==> config.mk <==
export PLATFORM = sky130hd
export DESIGN_NAME = delivery_method_syntax_check
export DESIGN_NICKNAME = d
export VERILOG_FILES = /design/src/hw/rtl/dmsc_pkg.sv /design/src/hw/rtl/dmsc_step.sv /design/src/hw/rtl/delivery_method_syntax_check.sv
export VERILOG_INCLUDE_DIRS = /design/src /design/src/hw/rtl
export SDC_FILE = /design/constraint.sdc
export NUM_CORES = 1
export LEC_CHECK = 0
export BUFFER_PORTS_ARGS = -buffer_cell sky130_fd_sc_hd__buf_2
export CORE_ASPECT_RATIO = 1.25
export CORE_MARGIN = 2
export CORE_UTILIZATION = 55
export CTS_CLUSTER_SIZE = 12
export DETAILED_ROUTE_END_ITERATION = 8
export GPL_ROUTABILITY_DRIVEN = 0
export PLACE_DENSITY = 0.81
export SYNTH_ARGS = -nofsm -noshare
export SYNTH_HDL_FRONTEND = slang
export SYNTH_SLANG_ARGS = --single-unit
==> constraint.sdc <==
create_clock -name clk -period 5.1 [get_ports clk]
set_input_delay 0.255 -clock clk [delete_from_list [all_inputs] [get_ports clk]]
set_output_delay 0.255 -clock clk [all_outputs]
set_load 0.02 [all_outputs]
==> src/hw/rtl/assert_macros.svh <==
// Assertion helpers shared by the RTL files.
// Both macros expect a clock named clk and an active-low reset named arst_n in scope.
`ifndef ASSERT_MACROS_SVH
`define ASSERT_MACROS_SVH

// A property that must hold at every rising clock edge outside reset.
`define ASSERT_ALWAYS(lbl, prop, msg) \
	lbl: assert property (@(posedge clk) disable iff (!arst_n) (prop)) else $error(msg);

// When the trigger holds, the consequence must hold in the next cycle.
`define ASSERT_NEXT(lbl, trig, cons, msg) \
	lbl: assert property (@(posedge clk) disable iff (!arst_n) (trig) |=> (cons)) else $error(msg);

`endif

==> src/hw/rtl/dmsc_pkg.sv <==
package dmsc_pkg;

	localparam int NUM_KW = 10;

	// Parser phases.
	localparam logic [1:0] PH_START        = 2'd0;
	localparam logic [1:0] PH_AFTER_DOLLAR = 2'd1;
	localparam logic [1:0] PH_IN_KW        = 2'd2;
	localparam logic [1:0] PH_AFTER_KW     = 2'd3;

	localparam logic [7:0] CH_DOLLAR  = 8'h24;
	localparam logic [7:0] CH_SPACE   = 8'h20;
	localparam logic [7:0] CH_UPPER_A = 8'h41;
	localparam logic [7:0] CH_UPPER_Z = 8'h5A;
	localparam logic [7:0] CASE_DELTA = 8'h20;

	// Keyword text, first character in byte 0. The literals are written
	// reversed so that the first character lands in the lowest byte.
	localparam logic [15:0][7:0] KW_TEXT [NUM_KW] = '{
		128'("yna"),       // any
		128'("shm"),       // mhs
		128'("lacisyhp"),  // physical
		128'("xelet"),     // telex
		128'("xetelet"),   // teletex
		128'("enohpelet"), // telephone
		128'("xaf3g"),     // g3fax
		128'("xaf4g"),     // g4fax
		128'("5ai"),       // ia5
		128'("xetoediv")   // videotex
	};

	localparam logic [3:0] KW_LEN [NUM_KW] = '{
		4'd3, 4'd3, 4'd8, 4'd5, 4'd7, 4'd9, 4'd5, 4'd5, 4'd3, 4'd8
	};

	typedef struct packed {
		logic [1:0]        phase;
		logic [NUM_KW-1:0] cand;
		logic [3:0]        pos;
		logic              failed;
	} state_t;

	localparam state_t STATE_RESET = '{
		phase:  PH_START,
		cand:   '0,
		pos:    4'd0,
		failed: 1'b0
	};

endpackage

==> src/hw/rtl/dmsc_step.sv <==
// Next-state logic of the parser for one byte.
module dmsc_step (
	input  dmsc_pkg::state_t cur,
	input  logic [7:0]       byte_value,
	output dmsc_pkg::state_t nxt,
	output logic             completed
);

	logic [7:0]                   c_fold;
	logic                         in_kw;
	logic [dmsc_pkg::NUM_KW-1:0]  mask;
	logic [3:0]                   pos_base;
	logic [3:0]                   pos_inc;
	logic [dmsc_pkg::NUM_KW-1:0]  hit;
	logic [dmsc_pkg::NUM_KW-1:0]  len_eq;
	logic                         done;

	// Only ASCII A to Z fold to lower case.
	assign c_fold = (byte_value >= dmsc_pkg::CH_UPPER_A && byte_value <= dmsc_pkg::CH_UPPER_Z)
		? byte_value + dmsc_pkg::CASE_DELTA : byte_value;

	// A new term starts with every keyword as a candidate at position zero.
	assign in_kw    = (cur.phase == dmsc_pkg::PH_IN_KW);
	assign mask     = in_kw ? cur.cand : '1;
	assign pos_base = in_kw ? cur.pos : 4'd0;
	assign pos_inc  = pos_base + 4'd1;

	always_comb begin
		for (int k = 0; k < dmsc_pkg::NUM_KW; k++) begin
			hit[k] = mask[k] && (pos_base < dmsc_pkg::KW_LEN[k])
				&& (dmsc_pkg::KW_TEXT[k][pos_base] == c_fold);
			len_eq[k] = (dmsc_pkg::KW_LEN[k] == pos_inc);
		end
	end

	assign done = |(hit & len_eq);

	always_comb begin
		nxt       = cur;
		completed = 1'b0;
		if (!cur.failed) begin
			unique case (cur.phase) inside
				dmsc_pkg::PH_START, dmsc_pkg::PH_IN_KW, dmsc_pkg::PH_AFTER_DOLLAR: begin
					if (cur.phase != dmsc_pkg::PH_AFTER_DOLLAR || c_fold != dmsc_pkg::CH_SPACE) begin
						if (hit == '0) begin
							nxt.failed = 1'b1;
							nxt.pos    = pos_base;
						end else begin
							nxt.cand  = hit;
							nxt.pos   = pos_inc;
							nxt.phase = done ? dmsc_pkg::PH_AFTER_KW : dmsc_pkg::PH_IN_KW;
							completed = done;
						end
					end
				end
				default: begin
					if (c_fold == dmsc_pkg::CH_DOLLAR) begin
						nxt.phase = dmsc_pkg::PH_AFTER_DOLLAR;
					end else if (c_fold != dmsc_pkg::CH_SPACE) begin
						nxt.failed = 1'b1;
					end
				end
			endcase
		end
	end

endmodule

==> src/hw/rtl/delivery_method_syntax_check.sv <==
// Channel | Direction | Signals                           | Content
// s       | in        | s_tvalid s_tready s_tdata s_tlast | one byte, tlast on final byte
// m       | out       | m_tvalid m_tready m_tdata         | one verdict per value, bit 0 = invalid
//
// Each byte is registered at the input, parsed by a single layer of logic in
// the following cycle, and a new byte can be taken every cycle unless stalled.
// The verdict is registered at the edge where the final byte leaves the input
// register, and m_tvalid goes high with it; an untaken verdict can delay that edge.
// Only a final byte waits on the output register; other bytes keep flowing while
// a verdict is still pending, so a stalled m side holds up at most one byte.
// arst_n clears the input valid, the parser state and the output valid at once.
`include "assert_macros.svh"

module delivery_method_syntax_check (
	input  logic       clk,
	input  logic       arst_n,

	input  logic       s_tvalid,
	output logic       s_tready,
	input  logic [7:0] s_tdata,   // [7:0] byte_value
	input  logic       s_tlast,   // last_byte

	output logic       m_tvalid,
	input  logic       m_tready,
	output logic [7:0] m_tdata    // [0] invalid, [7:1] zero
);

	// Input register stage.
	logic       valid_s1;
	logic [7:0] byte_s1;
	logic       last_s1;

	// Parser state and its next value.
	dmsc_pkg::state_t st_q;
	dmsc_pkg::state_t st_nxt;
	logic             completed;

	// Output register.
	logic out_valid_q;
	logic invalid_q;

	logic advance;
	logic verdict;

	// A byte moves out of the input stage unless it is a final byte and the
	// output register still holds an untaken verdict.
	assign advance  = valid_s1 && (!last_s1 || !out_valid_q || m_tready);
	assign s_tready = !valid_s1 || advance;

	always_ff @(posedge clk or negedge arst_n) begin
		if (!arst_n) begin
			valid_s1 <= 1'b0;
		end else if (s_tready) begin
			valid_s1 <= s_tvalid;
		end
	end

	always_ff @(posedge clk) begin
		if (s_tvalid && s_tready) begin
			byte_s1 <= s_tdata;
			last_s1 <= s_tlast;
		end
	end

	dmsc_step u_step (
		.cur        (st_q),
		.byte_value (byte_s1),
		.nxt        (st_nxt),
		.completed  (completed)
	);

	// The value is valid only if a keyword was completed by its final byte.
	assign verdict = st_nxt.failed || !completed;

	// The parser returns to its start state after every final byte.
	always_ff @(posedge clk or negedge arst_n) begin
		if (!arst_n) begin
			st_q <= dmsc_pkg::STATE_RESET;
		end else if (advance) begin
			st_q <= last_s1 ? dmsc_pkg::STATE_RESET : st_nxt;
		end
	end

	always_ff @(posedge clk or negedge arst_n) begin
		if (!arst_n) begin
			out_valid_q <= 1'b0;
		end else if (advance && last_s1) begin
			out_valid_q <= 1'b1;
		end else if (m_tready) begin
			out_valid_q <= 1'b0;
		end
	end

	always_ff @(posedge clk) begin
		if (advance && last_s1) begin
			invalid_q <= verdict;
		end
	end

	assign m_tvalid = out_valid_q;
	assign m_tdata  = {7'd0, invalid_q};

	`ASSERT_NEXT(a_verdict_follows_last, advance && last_s1, m_tvalid,
		"no verdict after a final byte")
	`ASSERT_NEXT(a_state_cleared, advance && last_s1, st_q == dmsc_pkg::STATE_RESET,
		"parser state not cleared after a final byte")
	`ASSERT_NEXT(a_failed_sticky, st_q.failed && !(advance && last_s1), st_q.failed,
		"failure flag dropped within a value")
	`ASSERT_ALWAYS(a_cand_nonzero, st_q.phase != dmsc_pkg::PH_IN_KW || st_q.cand != '0,
		"inside a keyword with no candidate left")

endmodule

==> results.md, run 1 <==
- Sink Count: 29
- Number of distinct library cells after synthesis: 75
- Die X: 69.8 µm
- Leakage power total: 0.00120 µW
- Arr. time, crit path: 4370 ps
- Global-route wire length before repair: 13.5 mm
- Post-Route WL: 8.32 mm
- Max-capacitance violation count: 0
- PwrDens: 198 nW/µm²
- Critical path, cell by cell: nor2b_1 > and2_1 > inv_1 > ha_1 > inv_1 > o22ai_1 > a2111oi_0 > nand4_1 > nor4_2 > nor2_1 > and4_4 > a21o_1 > a22o_1
- Clock latency on the worst-skew pair: 290 ps
- Critical Path Sink Type: flip-flop
- Antenna Violating Nets Remaining: 0
- Final number of hold-violating endpoints: 0
- Slowest cell on the critical path: sky130_fd_sc_hd__dfrtp_1
- Net total in the final layout: 370
- Kind of critical path: flip-flop to flip-flop
- Clock edge transition at the registers on the reported setup and hold paths: 70 ps
- Site Rows: 29
- Number of placed I/O pins: 23
- Clock tree buffer depth: 2
- Cell types occupying the most area after synthesis: sky130_fd_sc_hd__dfrtp_1 (16%), sky130_fd_sc_hd__edfxtp_1 (10%), sky130_fd_sc_hd__xnor2_1 (6.2%), sky130_fd_sc_hd__ha_1 (5.0%), sky130_fd_sc_hd__a21oi_1 (3.0%)
- Main synth FF type: sky130_fd_sc_hd__dfrtp_1
- Setup repair after global routing missed its margin: no
- Area growth from synthesis to final layout: 3.15%
- Largest net degree at the start of global routing: 25
- Detailed-router iteration count before antenna repair: 5
- Hold wc startpoint: s_tdata[0]
- Post-Syn Instances: 352
- Count of final setup violators: 0
- Sum of overflow across all layers after global routing: 0
- Total track usage: 0.286
- Tot Pwr: 607 µW
- Worst Path Buf+Inv: 2
- Highest attainable clock frequency: 238 MHz
- Initial antenna violation count: 0
- Largest delay share family, worst path: simple AND/OR/NAND/NOR gates
- Sequential-to-total area share from yosys stat: 0.261
- Post-synth EDFFs: 10
- Tightest Pin Transition: 835 ps
- Port Buffer Count: 15
- Largest stage delay, worst path: 530 ps
- Final Cell Area: 3070 µm²
- Fraction of final layout cells sized beyond drive strength 1: 0.124
- Most common cell on crit path: sky130_fd_sc_hd__inv_1
- Utilization after layout: 0.596
- Time the worst path needs with I/O delays and setup: 4210 ps
- Worst EP required: 5270 ps
- Vias in the first global route: 2,615
- Remaining max-slew budget at the tightest pin: 0.443
- Per-cell routed wire length: 20.4 µm
- Worst Clk Skew: 6.67 ps
- Number of synthesized register bits: 29
- Dominant cell by count in the synthesized netlist: sky130_fd_sc_hd__nor2_1
- Worst setup slack before clock tree synthesis: 1100 ps
- TritonCTS Buffers: 5
- Area of the core region: 5150 µm²
- Max-slew violation total from the final report: 0
- Count of yosys warnings during synthesis: 0
- Post-synthesis async set-or-reset flop share: 0.655
- Die Footprint: 6020 µm²
- Post-Syn Area per Cell: 8.46 µm²
- Worst r2r src: st_q[16]
- Run status: finished clean
- Placed wire-length estimate after detailed placement: 5.86 mm
- Sum Neg Setup Slack: 0 ps
- Top cell type's share of synthesized area: 0.160
- CTS H-tree depth: 2
- Cell area after placement: 2950 µm²
- Commonest cells in the netlist: sky130_fd_sc_hd__nor2_1 (24), sky130_fd_sc_hd__nand2_1 (23), sky130_fd_sc_hd__xnor2_1 (21)
- Launching element type of the critical path: flip-flop
- Fin worst setup slack: 894 ps
- Final Cycle Share: 0.825
- Buffer type at the clock tree root: sky130_fd_sc_hd__clkbuf_8
- Via count: 2,834
- Library cell occupying the most area in the post-synthesis netlist: sky130_fd_sc_hd__dfrtp_1
- Peak fanout along the critical path: 11
- Type of the most critical hold path: input port to flip-flop
- Vias per cell: 6.95
- Diodes inserted: 0
- Die extent in y: 86.3 µm
- Count of unresolved DRC violations after routing: 0
- Post-synthesis instance area: 2980 µm²
- Max rail drop VDD: 194 µV
- CP Launch Point: st_q[16]
- Initial standard-cell utilization of the core: 0.578
- Number of DRC markers after the initial detailed-route iteration: 276
- Clock tree from TritonCTS: built
==> power breakdown <==
part | switching (µW) | internal (µW) | total [µW]
Clock | 93.1 | 144 | 237
Combinational | 58.9 | 37.3 | 96.3
Sequential | 23.6 | 250 | 274
Total | 176 | 432 | 607
==> placed cells by master (no fill, tap or decap), types with 5 or more instances in the layout <==
cell type and count:
sky130_fd_sc_hd__nor3_1 11, sky130_fd_sc_hd__xor2_1 7, sky130_fd_sc_hd__inv_1 12, sky130_fd_sc_hd__nand4_1 5, sky130_fd_sc_hd__xnor2_1 21, sky130_fd_sc_hd__nand2b_1 10
sky130_fd_sc_hd__nor2_1 24, sky130_fd_sc_hd__clkbuf_8 5, sky130_fd_sc_hd__mux2i_1 6, sky130_fd_sc_hd__a22o_1 10, sky130_fd_sc_hd__nand2_1 23, sky130_fd_sc_hd__nor2b_1 9
sky130_fd_sc_hd__a21oi_1 18, sky130_fd_sc_hd__buf_2 15, sky130_fd_sc_hd__dfrtp_1 19, sky130_fd_sc_hd__o22ai_1 5, sky130_fd_sc_hd__conb_1 7, sky130_fd_sc_hd__o21ai_0 15
sky130_fd_sc_hd__a21o_1 7, sky130_fd_sc_hd__edfxtp_1 10, sky130_fd_sc_hd__ha_1 12, sky130_fd_sc_hd__nand3_1 6
==> sequential cells by signal, summed over array words and instances (netlist names) <==
signal     count
byte_s1        8
last_s1        1
st_q          17
invalid_q      1
valid_s1       1
m_tvalid       1
==> final timing paths <==
| check | end | slack [ps] | depth (start not counted) |
|---|---|---|---|
| max | st_q[13] | 890 | 13 |
| min | byte_s1[0] | 140 | 1 |
| max reg2reg | st_q[13] | 890 | 13 |
| min reg2reg | st_q[14] | 500 | 1 |
| max in group asynchronous | st_q[14] | 4310 | 2 |
| min in group asynchronous | st_q[1] | 460 | 2 |
==> layout make-up <==
type,instances,area [µm²]
flip-flops and latches,29,776
inverters,13,48.8
clock inverters,2,33.8
multi-input cells,278,1960
well taps,62,77.6
clock buffers,6,72.6
fillers,450,2080
repair buffers,18,100
==> kinds of logic after synthesis <==
logic type / count (synthesis) / synth area share
adder cells (fa/ha/maj): 12 / 0.0504
AND/OR/NAND/NOR: 119 / 0.224
buffers and inverters: 51 / 0.0879
AO/OA/AOI/OAI: 104 / 0.265
XOR/XNOR: 28 / 0.0824
other: 1 / 0.00126
flip-flops: 29 / 0.261
multiplexers: 8 / 0.0277
==> worst reg2reg max path, delay by kind of cell (launching register included) <==
kind | cells | cell delay (ps)
flip-flops | 1 | 530
adder cells (fa/ha/maj) | 1 | 370
AND/OR/NAND/NOR | 6 | 1640
AO/OA/AOI/OAI | 4 | 1160
buffers and inverters | 2 | 390
==> through the flow <==
stage | instances | hold slack [ps]
3_3_place_gp | 399 | 238
6_report | 408 | 141
3_5_place_dp | 399 | 246
4_1_cts | 408 | 140
5_1_grt | 408 | 134
2_1_floorplan | 358 | -40.6
==> per-layer routing <==
layer / vias to the layer above / GRT usage / routed length, µm
li1: 1268 / - / -
met1: 1309 / 0.356 / 3180
met2: 210 / 0.477 / 3940
met5: - / 0 / 0
met4: 0 / 0.164 / 425
met3: 47 / 0.0372 / 771
==> what timing repair did <==
action	in CTS	in global routing
resized for setup	0	0
hold endpoints to repair	19	0
hold buffers	1	0
setup buffers	0	0
Power figures use the tool's default switching activity.
==> run 2: changes to the inputs <==
ABC_AREA = 1   (was not set)
clock period = 4 ns   (was 5.1 ns; I/O delays follow)
==> run 2 against run 1 <==
First-iteration DRC count increased by 100%; die area up 8.7%; global-route usage up 4.4 points; largest cell class unchanged; power grew 25%; critical endpoint is now st_q[10].
==> results.md, run 2 <==
- Vias per cell: 6.16 (-11%)
- Die X: 72.8 µm (+4.2%)
- Post-Route WL: 10.5 mm (+26%)
- Max-slew violation total from the final report: 0 (unchanged)
- Setup repair after global routing missed its margin: no
- Largest stage delay, worst path: 610 ps (+80 ps)
- Cell area after placement: 3270 µm² (+11%)
- Post-Syn Instances: 534 (+52%)
- Worst Path Buf+Inv: 1 (-1)
- Diodes inserted: 0 (unchanged)
- Largest delay share family, worst path: simple AND/OR/NAND/NOR gates
- Area of the core region: 5740 µm² (+11%)
- Cell types occupying the most area after synthesis: sky130_fd_sc_hd__nand2_1 (22%), sky130_fd_sc_hd__dfrtp_1 (15%), sky130_fd_sc_hd__nand3_1 (13%), sky130_fd_sc_hd__edfxtp_1 (9.2%), sky130_fd_sc_hd__nor2_1 (7.5%)
- Max-capacitance violation count: 0 (unchanged)
- Initial antenna violation count: 0 (unchanged)
- Final Cycle Share: 0.883 (+0.0585)
- Sink Count: 29 (unchanged)
- Post-synth EDFFs: 10 (unchanged)
- Critical Path Sink Type: flip-flop
- Leading cell type in the layout, fill and taps excluded: sky130_fd_sc_hd__nand2_1
- Total track usage: 0.329 (+0.0437)
- # placed instances: 599 (+50%)
- Highest attainable clock frequency: 283 MHz (+19%)
- Kind of critical path: flip-flop to flip-flop
- Placed wire-length estimate after detailed placement: 7.73 mm (+32%)
- Time the worst path needs with I/O delays and setup: 3530 ps (-673 ps)
- Number of DRC markers after the initial detailed-route iteration: 559 (+100%)
- Launching element type of the critical path: flip-flop
- Die Footprint: 6540 µm² (+8.7%)
- Dominant cell by count in the synthesized netlist: sky130_fd_sc_hd__nand2_1
- TritonCTS Buffers: 5 (unchanged)
- Final number of hold-violating endpoints: 0 (unchanged)
- Remaining max-slew budget at the tightest pin: 0.583 (+0.140)
- Area growth from synthesis to final layout: 3.77%
- Number of placed I/O pins: 23 (unchanged)
- Main synth FF type: sky130_fd_sc_hd__dfrtp_1
- # Post-CTS Setup Buffers: 0 (unchanged)
- CTS H-tree depth: 2 (unchanged)
- Count of unresolved DRC violations after routing: 0 (unchanged)
- Sum Neg Setup Slack: 0 ps (unchanged)
- Die extent in y: 89.9 µm (+4.3%)
- Per-cell routed wire length: 17.2 µm (-16%)
- Top reg by flops: st_q
- Run status: finished clean
- Largest register FFs: 17 (unchanged)
- Post-synthesis instance area: 3250 µm² (+9.2%)
- Slowest cell on the critical path: sky130_fd_sc_hd__dfrtp_1
- Count of yosys warnings during synthesis: 0 (unchanged)
- Tightest Pin Transition: 625 ps (-210 ps)
- Top cell type's share of synthesized area: 0.217 (+0.0574)
- Post-Syn Area per Cell: 6.08 µm² (-28%)
- Number of synthesized register bits: 29 (unchanged)
- Clock latency on the worst-skew pair: 300 ps (about the same)
- Initial standard-cell utilization of the core: 0.566 (-0.0117)
- PwrDens: 224 nW/µm² (+13%)
- Final hold slack: 73.1 ps (-67.6 ps)
- Peak fanout along the critical path: 11 (unchanged)
- Leakage power total: 0.00190 µW (+59%)
- Critical path, cell by cell: nand3_1 > inv_1 > ha_1 > nand4_1 > nand3_1 > nand2_1 > nand2_1 > nor2_1 > nand2_1 > nor2_1 > nand2_1 > nand3_1 > nor2_2 > nand2_4 > o21ai_4 > nand2_1 > nand2_1
- Final Instance Count excl. Fillers: 608 (+49%)
- Clock edge transition at the registers on the reported setup and hold paths: 70 ps (about the same)
- Net total in the final layout: 566 (+53%)
- Arr. time, crit path: 3770 ps (-600 ps)
- Global-route wire length before repair: 16.8 mm (+25%)
- Type of the most critical hold path: input port to flip-flop
- Site Rows: 31 (+6.9%)
- Library cell occupying the most area in the post-synthesis netlist: sky130_fd_sc_hd__nand2_1
- Number of distinct library cells after synthesis: 37 (-51%)
- Vias in the first global route: 3,462 (+32%)
- Antenna Violating Nets Remaining: 0 (unchanged)
- Flop2flop setup slack: 470 ps (-430 ps)
- Sum of overflow across all layers after global routing: 0 (unchanged)
- Fraction of final layout cells sized beyond drive strength 1: 0.0904 (-0.0339)
- Largest net degree at the start of global routing: 37 (+48%)
- Final Cell Area: 3370 µm² (+9.8%)
- Port Buffer Count: 15 (unchanged)
- Most common cell on crit path: sky130_fd_sc_hd__nand2_1
- Buffer type at the clock tree root: sky130_fd_sc_hd__clkbuf_8
- Clock tree from TritonCTS: built
- Count of final setup violators: 0 (unchanged)
- Post-synthesis async set-or-reset flop share: 0.655 (unchanged)
- Most frequent cells in the layout: sky130_fd_sc_hd__nand2_1 (188), sky130_fd_sc_hd__nand3_1 (85), sky130_fd_sc_hd__nor2_1 (65), sky130_fd_sc_hd__inv_1 (48), sky130_fd_sc_hd__dfrtp_1 (19)
- Largest registers in the final layout: st_q x17, byte_s1 x8
- Clock tree buffer depth: 2 (unchanged)
- Commonest cells in the netlist: sky130_fd_sc_hd__nand2_1 (188), sky130_fd_sc_hd__nand3_1 (85), sky130_fd_sc_hd__nor2_1 (65)
- Max rail drop VDD: 172 µV (-11%)
- Via count: 3,746 (+32%)
- Sequential-to-total area share from yosys stat: 0.239 (-0.0219)
- Worst Clk Skew: 7.10 ps (+0.429 ps)
- Detailed-router iteration count before antenna repair: 5 (unchanged)
- Worst EP required: 4240 ps (-1030 ps)
==> run 2: cell types whose count changed after synthesis, sizes merged, moves of 10 or more <==
cell / change
a21oi: -12
a22o: -10
xnor2: -21
inv: +43
nand2: +170
nand2b: -10
nand4: +11
nor3: -10
nor2: +46
nand3: +84
==> run 2: layout make-up <==
type / count / area (µm²)
repair buffers: 17 / 92.6
well taps: 66 / 82.6
fillers: 564 / 2370
multi-input cells: 432 / 2120
inverters: 56 / 215
clock buffers: 8 / 90.1
flip-flops and latches: 29 / 776
==> run 2: cells by family (layout without fill, tap and decap cells) <==
family	after synthesis	after routing	synth area share
AOI/OAI and AO/OA	30	30	0.0574
xor gates and xnor gates	10	10	0.0270
adders and majority gates	12	12	0.0462
buffers and inverters	79	81	0.117
DFF	29	29	0.239
other	1	7	0.00115
and+or+nand+nor	373	373	0.513
==> run 2: worst paths after layout <==
kind,depth (start not counted),start,to
max,17,st_q[16],st_q[10]
min in group asynchronous,2,arst_n,st_q[10]
max reg2reg,17,st_q[16],st_q[10]
min reg2reg,2,st_q[13],st_q[13]
min,1,s_tdata[0],byte_s1[0]
max in group asynchronous,2,arst_n,st_q[16]
==> run 2: routing by layer <==
metal / global-route usage / vias to the layer above / part of all wire
met5: 0 / - / 0
met4: 0.247 / 0 / 0.090
met3: 0.0594 / 100 / 0.11
met2: 0.510 / 291 / 0.45
met1: 0.396 / 1639 / 0.35
li1: - / 1716 / -
==> run 2: repair_timing <==
| action | CTS | global route |
|---|---|---|
| hold endpoints to repair | 19 | 0 |
| hold buffers | 1 | 0 |
| gates resized for setup | 0 | 0 |
==> run 2: stage by stage <==
step,util,setup WS (ps),power (µW)
6_report,0.587,467,757
5_1_grt,0.587,262,783
4_1_cts,0.587,630,748
3_5_place_dp,0.570,674,489
3_3_place_gp,0.570,776,487
2_1_floorplan,-,1310,452
==> run 2: power breakdown <==
| part | switching, µW | leakage, µW | internal [µW] |
|---|---|---|---|
| Clock | 127 | 0.0000455 | 140 |
| Combinational | 106 | 0.00151 | 43.2 |
| Sequential | 21.2 | 0.000352 | 319 |
| Total | 254 | 0.00190 | 503 |
==> run 3: changes to the inputs <==
clock period = 3.74 ns   (was 4 ns; I/O delays follow)
==> run 3 against run 2 <==
Highest routed layer unchanged; critical path type unchanged; first-iteration DRC count down 30%; critical path depth unchanged; sequential power up 7.4%; die area unchanged.
==> results.md, run 3 (same netlist as run 2, synthesis figures left out) <==
- Net total in the final layout: 566 (unchanged)
- Diodes inserted: 0 (unchanged)
- Largest net degree at the start of global routing: 37 (unchanged)
- Sink Count: 29 (unchanged)
- Max rail drop VDD: 167 µV (-3.1%)
- Worst r2r src: st_q[16]
- Number of cells on the worst reg-to-reg path: 17 (unchanged)
- Largest registers in the final layout: st_q x17, byte_s1 x8
- Utilization after layout: 0.587 (unchanged)
- Area growth from synthesis to final layout: 3.77% (unchanged)
- Remaining max-slew budget at the tightest pin: 0.600 (+0.0169)
- Type of the most critical hold path: input port to flip-flop
- Global-route wire length before repair: 16.3 mm (-3.2%)
- Time the worst path needs with I/O delays and setup: 3450 ps (-85.3 ps)
- Most frequent cells in the layout: sky130_fd_sc_hd__nand2_1 (188), sky130_fd_sc_hd__nand3_1 (85), sky130_fd_sc_hd__nor2_1 (65), sky130_fd_sc_hd__inv_1 (48), sky130_fd_sc_hd__dfrtp_1 (19)
- Detailed-router iteration count before antenna repair: 5 (unchanged)
- Peak fanout along the critical path: 11 (unchanged)
- Antenna Violating Nets Remaining: 0 (unchanged)
- Worst setup slack before clock tree synthesis: 420 ps (-254 ps)
- Die extent in y: 89.9 µm (unchanged)
- Per-cell routed wire length: 16.9 µm (-2.0%)
- PwrDens: 238 nW/µm² (+6.2%)
- Setup repair after global routing missed its margin: no
- Launching element type of the critical path: flip-flop
- Placed wire-length estimate after detailed placement: 7.70 mm (-0.47%)
- Die Footprint: 6540 µm² (unchanged)
- Leading cell type in the layout, fill and taps excluded: sky130_fd_sc_hd__nand2_1
- Largest register FFs: 17 (unchanged)
- Run status: finished clean
- Post-Route WL: 10.3 mm (-2.0%)
- Number of filler instances in the final layout: 577 (+2.3%)
- Clock latency on the worst-skew pair: 290 ps (about the same)
- Port Buffer Count: 15 (unchanged)
- Final Cycle Share: 0.922 (+0.0386)
- Initial standard-cell utilization of the core: 0.566 (unchanged)
- Final number of hold-violating endpoints: 0 (unchanged)
- Vias per cell: 6.05 (-1.7%)
- Leakage power total: 0.00190 µW (unchanged)
- Final Instance Count excl. Fillers: 608 (unchanged)
- # Post-CTS Setup Buffers: 0 (unchanged)
- Initial antenna violation count: 0 (unchanged)
- Die X: 72.8 µm (unchanged)
- Sum Neg Setup Slack: 0 ps (unchanged)
- Clock tree buffer depth: 2 (unchanged)
- Tightest Pin Transition: 600 ps (-25.3 ps)
- TritonCTS Buffers: 5 (unchanged)
- Sum of overflow across all layers after global routing: 0 (unchanged)
- Register Area: 776 µm² (unchanged)
- Clock edge transition at the registers on the reported setup and hold paths: 70 ps (about the same)
- Vias in the first global route: 3,323 (-4.0%)
- Via count: 3,681 (-1.7%)
- Top reg by flops: st_q
- CTS H-tree depth: 2 (unchanged)
- R2R Path End: st_q[9]
- Count of final setup violators: 0 (unchanged)
- Max-capacitance violation count: 0 (unchanged)
- Multi-input combinational cell area: 2120 µm² (unchanged)
- Worst EP required: 3970 ps (-270 ps)
- Worst Clk Skew: 7.21 ps (+0.106 ps)
- Tot Pwr: 804 µW (+6.2%)
- Total track usage: 0.323 (-0.00653)
- Max-slew violation total from the final report: 0 (unchanged)
- Fraction of final layout cells sized beyond drive strength 1: 0.0904 (unchanged)
- Count of unresolved DRC violations after routing: 0 (unchanged)
- Site Rows: 31 (unchanged)
- Flop2flop setup slack: 290 ps (-170 ps)
- Worst setup path end: st_q[9]
- Clock tree from TritonCTS: built
- Buffer type at the clock tree root: sky130_fd_sc_hd__clkbuf_8
- CP Launch Point: st_q[16]
- Number of placed I/O pins: 23 (unchanged)
- Critical Path Sink Type: flip-flop
- Highest attainable clock frequency: 290 MHz (+2.5%)
- Fin worst setup slack: 292 ps (-175 ps)
- Arr. time, crit path: 3680 ps (-90 ps)
- Number of DRC markers after the initial detailed-route iteration: 391 (-30%)
- # placed instances: 599 (unchanged)
- Area of the core region: 5740 µm² (unchanged)
- Kind of critical path: flip-flop to flip-flop
## run 3: per-layer routing
layer | GRT usage | vias up | wire length (µm)
met5 | 0 | - | 0
met4 | 0.219 | 0 | 804
met3 | 0.0639 | 81 | 1040
met2 | 0.503 | 267 | 4760
met1 | 0.392 | 1615 | 3660
li1 | - | 1718 | -
## run 3: timing repair
item                      in CTS  in global routing
resized for setup              0                  0
hold endpoints to repair      19                  0
hold buffers                   1                  0
## run 3: worst min-delay path by stage
| stage | from | end | slack, ps | cells after the start |
|---|---|---|---|---|
| final | s_tdata[4] | byte_s1[4] | 60 | 1 |
| after global routing | s_tlast | last_s1 | 60 | 1 |
| after CTS | s_tdata[1] | byte_s1[1] | 60 | 1 |
| after detailed placement | arst_n | st_q[14] | 160 | 1 |
| after global placement | arst_n | st_q[14] | 160 | 1 |
| after floorplan | arst_n | m_tvalid | -110 | 0 |
## run 3: final cells by class
cell class | count | share of cell area
inverter | 56 | 0.0638
multi-input combinational | 432 | 0.627
timing repair buffer | 17 | 0.0275
sequential | 29 | 0.230
tap | 66 | 0.0245
clock buffer | 8 | 0.0267
## run 3: worst max-delay path: stages (launching register included)
cell and delay (ps):
sky130_fd_sc_hd__dfrtp_1 630, sky130_fd_sc_hd__nand3_1 370, sky130_fd_sc_hd__inv_1 370, sky130_fd_sc_hd__ha_1 260
sky130_fd_sc_hd__nand4_1 240, sky130_fd_sc_hd__nand3_1 180, sky130_fd_sc_hd__nand2_1 90, sky130_fd_sc_hd__nand2_1 110
sky130_fd_sc_hd__nor2_1 50, sky130_fd_sc_hd__nand2_1 50, sky130_fd_sc_hd__nor2_1 60, sky130_fd_sc_hd__nand2_1 110
sky130_fd_sc_hd__nand3_1 90, sky130_fd_sc_hd__nor2_2 160, sky130_fd_sc_hd__nand2_4 130, sky130_fd_sc_hd__o21ai_4 310
sky130_fd_sc_hd__nand2_1 100, sky130_fd_sc_hd__nand2_1 80
## run 3: power breakdown
group,leakage (µW),internal [µW],total (µW),switching (µW)
Sequential,0.000352,342,365,23.1
Clock,0.0000455,150,280,130
Combinational,0.00151,46.5,159,112
## run 3: through the flow
| stage | area (µm²) | hold slack (ps) |
|---|---|---|
| final | 3370 | 63.9 |
| after floorplan | 3270 | -109 |
| after detailed placement | 3270 | 165 |
| after global placement | 3270 | 163 |
| after CTS | 3370 | 64.7 |
| after global routing | 3370 | 59.7 |
